$ cat src/rtl/assert_macros.svh
// assertion helpers shared by the blend pipeline
`ifndef ASSERT_MACROS_SVH
`define ASSERT_MACROS_SVH

// property must hold on every rising clock edge outside reset
`define CHK_ASSERT(lbl, clk_i, rstn_i, prop) \
	lbl: assert property (@(posedge clk_i) disable iff (!rstn_i) prop) \
		else $error("blend check failed");

// condition must never be seen outside reset
`define CHK_NEVER(lbl, clk_i, rstn_i, cond) \
	`CHK_ASSERT(lbl, clk_i, rstn_i, !(cond))

`endif

$ cat src/rtl/taob_pkg.sv
`default_nettype none

package taob_pkg;

	// channel scale: 255 means one
	localparam logic [7:0]  FULL_SCALE = 8'd255;
	// product of two channel scales
	localparam logic [15:0] SQ_SCALE   = 16'd65025;

	// lane numbering inside the divider
	localparam int unsigned NUM_COLOR = 3;
	localparam int unsigned NUM_LANES = 4;
	localparam int unsigned ALPHA_LANE = 3;

	// configuration register index
	typedef enum logic [1:0] {
		REG_TINT_RED   = 2'd0,
		REG_TINT_GREEN = 2'd1,
		REG_TINT_BLUE  = 2'd2,
		REG_TINT_ALPHA = 2'd3
	} reg_idx_t;

	typedef struct packed {
		logic [7:0] red;
		logic [7:0] green;
		logic [7:0] blue;
		logic [7:0] alpha;
	} tint_t;

	// one source/destination request
	typedef struct packed {
		logic [7:0]  red;
		logic [7:0]  green;
		logic [7:0]  blue;
		logic [7:0]  alpha;
		logic [31:0] dest;
	} pix_in_t;

	// numerators and alpha numerator handed to the divider
	typedef struct packed {
		logic                        valid;
		logic [23:0]                 na;
		logic [NUM_COLOR-1:0][31:0]  num;
	} blend_sum_t;

	typedef struct packed {
		logic [31:0] rem;
		logic [1:0]  q;
	} div_pair_t;

	// two restoring division steps, quotient bits k and k-1
	function automatic div_pair_t div_pair(input logic [31:0] rem, input logic [23:0] den,
		input int unsigned k);
		logic [31:0] r;
		logic [31:0] t;
		div_pair_t   res;
		r = rem;
		t = {8'b0, den} << k;
		res.q[1] = (r >= t);
		if (res.q[1]) begin
			r = r - t;
		end
		t = {8'b0, den} << (k - 1);
		res.q[0] = (r >= t);
		if (res.q[0]) begin
			r = r - t;
		end
		res.rem = r;
		return res;
	endfunction

endpackage

`default_nettype wire

$ cat src/rtl/taob_regs.sv
`default_nettype none

module taob_regs (
	input  wire logic          clk,
	input  wire logic          arst_n,
	input  wire logic          psel,
	input  wire logic          penable,
	input  wire logic          pwrite,
	input  wire logic [3:0]    paddr,
	input  wire logic [31:0]   pwdata,
	output logic [31:0]        prdata,
	output logic               pready,
	output taob_pkg::tint_t    tint
);
	import taob_pkg::*;

	tint_t    tint_q;
	reg_idx_t idx;
	logic     wr_en;

	assign pready = 1'b1;
	assign idx    = reg_idx_t'(paddr[3:2]);
	assign wr_en  = psel && penable && pwrite && pready;
	assign tint   = tint_q;

	// tint registers
	always_ff @(posedge clk or negedge arst_n) begin
		if (!arst_n) begin
			tint_q <= '{red: FULL_SCALE, green: FULL_SCALE, blue: FULL_SCALE,
				alpha: FULL_SCALE};
		end else if (wr_en) begin
			unique case (idx)
				REG_TINT_RED:   tint_q.red   <= pwdata[7:0];
				REG_TINT_GREEN: tint_q.green <= pwdata[7:0];
				REG_TINT_BLUE:  tint_q.blue  <= pwdata[7:0];
				REG_TINT_ALPHA: tint_q.alpha <= pwdata[7:0];
				default: ;
			endcase
		end
	end

	// read mux
	always_comb begin
		unique case (idx)
			REG_TINT_RED:   prdata = {24'b0, tint_q.red};
			REG_TINT_GREEN: prdata = {24'b0, tint_q.green};
			REG_TINT_BLUE:  prdata = {24'b0, tint_q.blue};
			REG_TINT_ALPHA: prdata = {24'b0, tint_q.alpha};
			default:        prdata = '0;
		endcase
	end

endmodule

`default_nettype wire

$ cat config.mk
export PLATFORM = sky130hd
export DESIGN_NAME = taob_regs
export DESIGN_NICKNAME = d
export VERILOG_FILES = /design/src/rtl/assert_macros.svh /design/src/rtl/taob_pkg.sv /design/src/rtl/taob_regs.sv
export SDC_FILE = /design/constraint.sdc
export NUM_CORES = 1
export LEC_CHECK = 0
export BUFFER_PORTS_ARGS = -buffer_cell sky130_fd_sc_hd__buf_2
export CORE_MARGIN = 3
export CORE_UTILIZATION = 30
export CTS_BUF_LIST = sky130_fd_sc_hd__clkbuf_2 sky130_fd_sc_hd__clkbuf_4 sky130_fd_sc_hd__clkbuf_8
export DETAILED_ROUTE_END_ITERATION = 16
export PLACE_DENSITY = 0.57
export SYNTH_ARGS = -nofsm -noshare
export SYNTH_HDL_FRONTEND = slang
export SYNTH_SLANG_ARGS = --single-unit
export TNS_END_PERCENT = 10
$ cat constraint.sdc
create_clock -name clk -period 1.12 [get_ports clk]
set_input_delay 0.056 -clock clk [delete_from_list [all_inputs] [get_ports clk]]
set_output_delay 0.056 -clock clk [all_outputs]
set_load 0.02 [all_outputs]
== Word-level counts from Yosys, hierarchy flattened ==
Cells that the tools add are included.

* Register bits: 32
* Input port bits: 41
* Output and inout port bits: 65
* Logic and storage cells: 15

* Equality and inequality tests: 3
* Muxes and demuxes: 1
* Reduce and logical (&&, ||, !) cells: 7

{| class="wikitable"
|+ Operators with widths
! operator !! count
|-
| $pmux 32 s4 || 1
|-
| $reduce_and 2->1 || 4
|-
| $eq 2x2->1 const B || 2
|-
| $eq 2x1->1 const B || 1
|-
| $logic_and 1x1->1 || 2
|-
| $logic_not 2->1 || 1
|}

== Longest topological paths before layout ==
* Depth in word-level cells: 3
* Mapped depth: 4
* Depth with buffers taken out: 3

== Worst setup path before layout ==
Ideal clock, no wire load.

* Path type: input to register
* Start: input port pwrite
* End: register tint_q (netlist bit tint[24])
* Arrival time: 951 ps
* Setup slack: 87 ps
* Cell stages on the path: 3
* Buffers on the path: 0
* Path through: and3_4 nor3b_4 mux2_2

* Longest elaborated chain between the ends: 2

{| class="wikitable"
|+ Ends and longest elaborated chain
! what !! line !! source
|-
| start: declaration || taob_regs.sv:8 || <nowiki>input wire logic pwrite,</nowiki>
|-
| $logic_and 1x1->1 || taob_regs.sv:23 || <nowiki>assign wr_en = psel && penable && pwrite && pready;</nowiki>
|-
| $reduce_and 2->1 (no source line) || -- ||
|-
| end signal: assignment || taob_regs.sv:29 || <nowiki>tint_q <= '{red: FULL_SCALE, green: FULL_SCALE, blue: FULL_SCALE,</nowiki>
|-
| end: declaration || taob_regs.sv:17 || <nowiki>tint_t tint_q;</nowiki>
|}

No other way between the ends.
A chain may end at the register's enable or synchronous reset.

== Worst setup path after layout ==
* Start: register tint_q (netlist bit tint[7])
* End: output port prdata[7]

* Longest elaborated chain between the ends: 1

{| class="wikitable"
|+ Ends and longest elaborated chain
! what !! line !! source
|-
| $pmux 32 s4 || taob_regs.sv:44 || <nowiki>unique case (idx)</nowiki>
|-
| end: declaration || taob_regs.sv:11 || <nowiki>output logic [31:0] prdata,</nowiki>
|}

No other way between the ends. The select of a mux whose other input is x is not followed.

==> impl_metrics.yaml <==
finish:
  largest_reg_flops: 32
  drive_gt1_share_pct: 85.7
  antennaDiodeCount: 0
  multi_input_area_sq_um: 696
  fillers: 529
  regArea_sq_um: 841
  area_growth_pct: 28.2
  fin_cells: 245
  final_nets: 215
setup_path:
  crit_type: "flip-flop to output pin"
  r2r_setup_slack_ps: 290
  worstReg2RegStart: "tint[5]"
  arrival_ps: 1280
  path_cells: "mux4_2 > buf_6"
  r2r_end: "tint[5]"
  r2r_cells: 2
  crit_end: "prdata[7]"
  critPathBufInv: 1
  critPathTopFamily: "multiplexers"
  cp_num_cells: 2
  required_ps: 1060
  critPathMaxFanout: 2
  max_stage_delay_ps: 470
  cp-end-kind: "output pin"
  critical-path-slowest-cell: "mux4_2"
  crit_start: "tint[7]"
  crit_path_start_kind: "flip-flop"
synthesis:
  synth_edf_count: 0
  synth_ff_type: "dfstp_2"
  synthTopCellsByCount: "dfstp_2 (32), mux2_2 (32), buf_4 (25)"
  synth_area_leaders: "dfstp_2 (50%), mux2_2 (22%), buf_4 (11%), mux4_2 (11%), buf_6 (1.4%)"
  syn_area_per_cell_sq_um: 15.6
  synth_cells: 107
  synth.yosys.seq_area_share_pct: 50.5
  synth.distinct_cells: 12
  synth.largest_area_cell: "dfstp_2"
  synthesis.area_sq_mm: 0.00167
  synth_top_area_share_pct: 50.5
  yosysWarningCount: 0
  async_reset_ff_share_pct: 100
  ys_seq_elements: 32
timing:
  max_slew_margin_pct: 54.7
  worst_slack_ps: -212
  skew_ps: 0
  final.period_utilization_pct: 119
  rsz0062_at_grt: "true"
  tightest_slew_ps: 680
  setup-violations-final: 8
  tns_ps: -1620
  hold_violations: 0
  fin_crit_ps: 1330
  drv_slew: 0
  hold_slack_ps: 54.6
  max_freq_mhz: 751
routing:
  drc: 0
  viasPerCell: 4.27
  ant_nets: 0
  dr.pass1.iters: 3
  drtIter0Drc: 9
  num_vias: 1046
  wl_met3_microns: 312
  wl_per_cell_microns: 14.9
  met2_length_microns: 1850
  wirelength_microns: 3660
  top_layer: "met4"
  wl_met1_microns: 1470
placement:
  dp.cells: 233
  hpwlAfterDp_microns: 2740
  finalWeightedCongestion: 0.678
  io_buffers: 54
grt:
  grt_usage_pct: 11.9
  overflow: 0
  grt_pass1_vias: 1109
  antenna_found_initial: 0
  grt_pass1_wl_microns: 5710
  grt_max_degree: 33
floorplan:
  start_util_pct: 31.8
  pin_count: 106
  rows: 26
  core_sq_mm: 0.00524
  die_w_microns: 80.5
  dieArea_sq_mm: 0.00648
  dieHeight_microns: 80.5
power_and_ir_drop:
  worst_ir_drop_vdd_mv: 0.816
  power_density_mw_per_mm2: 2040
  leakagePower_nw: 0.981
  total_power_mw: 4.36
clock_tree:
  clock_latency_ps: 270
  clkTransAtPathRegs_ps: 60
  cts_tree: "yes"
  cts_inserted_buffers: 5
  cts_buffer_depth: 2
  postCtsHoldBufs: 0
  clkSinkCount: 32
  ctsRootBufferMaster: "clkbuf_8"
  cts_max_level: 2
run_status:
  status: "complete, but fails checks"
  violations: "negative setup slack"
min_path:
  worstHoldPathCells: 2
  min_path_type: "input pin to flip-flop"
run:
  max_cap_violations: 0
==> timing repair <==
action / 4_1_cts / 5_1_grt
gates resized for setup: 14 / 5
endpoints found under the setup margin: 8 / 12
setup buffers: 4 / 0
==> area by class of cell <==
cell class | instances | area share, %
Sequential cell | 32 | 39.4
Timing Repair Buffer | 65 | 19.3
Clock buffer | 8 | 4.57
Tap cell | 70 | 4.10
Multi-Input combinational cell | 70 | 32.6
==> metrics by stage <==
step	instance area, sq um	setup WS (ps)	utilization [%]
detailed placement	1950	-138	37.2
global route	2130	-252	40.8
CTS	2120	-222	40.4
global placement	1950	-110	37.2
floorplan	1750	86.7	-
finish	2130	-212	40.8
==> routing by layer <==
metal  GRT usage [%]  vias up
li1                -      464
met1            14.2      523
met2            20.6       56
met3            3.48        3
met4            3.55        0
met5               0        -
==> worst min path at each step <==
stage | from | endpoint | slack [ps]
after floorplan | arst_n | tint[0] | -90
after global placement | pwdata[1] | tint[1] | 320
after detailed placement | pwdata[2] | tint[26] | 340
after CTS | pwdata[2] | tint[26] | 40
after global routing | pwdata[5] | tint[5] | 50
final | pwdata[1] | tint[17] | 50
==> power by group <==
| group | total (mW) | internal (mW) | switching [mW] |
|---|---|---|---|
| clock | 0.952 | 0.549 | 0.403 |
| sequential | 1.81 | 1.63 | 0.188 |
| combinational | 1.59 | 0.727 | 0.866 |
| total | 4.36 | 2.90 | 1.46 |
==> kinds of logic (layout without fill, tap and decap cells) <==
group | after synthesis | count (layout) | synth area share (%)
other | 2 | 25 | 0.451
buffers and inverters | 28 | 73 | 12.9
DFF | 32 | 32 | 50.5
muxes | 40 | 40 | 32.5
and+or+nand+nor | 5 | 5 | 3.68
==> layout by cell type, fill, tap and decap left out <==
cell type,count
and3_4,1
and3b_2,1
buf_2,45
buf_4,10
buf_6,10
clkbuf_4,2
clkbuf_8,6
conb_1,25
dfstp_2,32
mux2_2,32
mux4_2,8
nand3_2,1
nand3b_2,1
nor3b_4,1
Power figures use the tool's default switching activity.
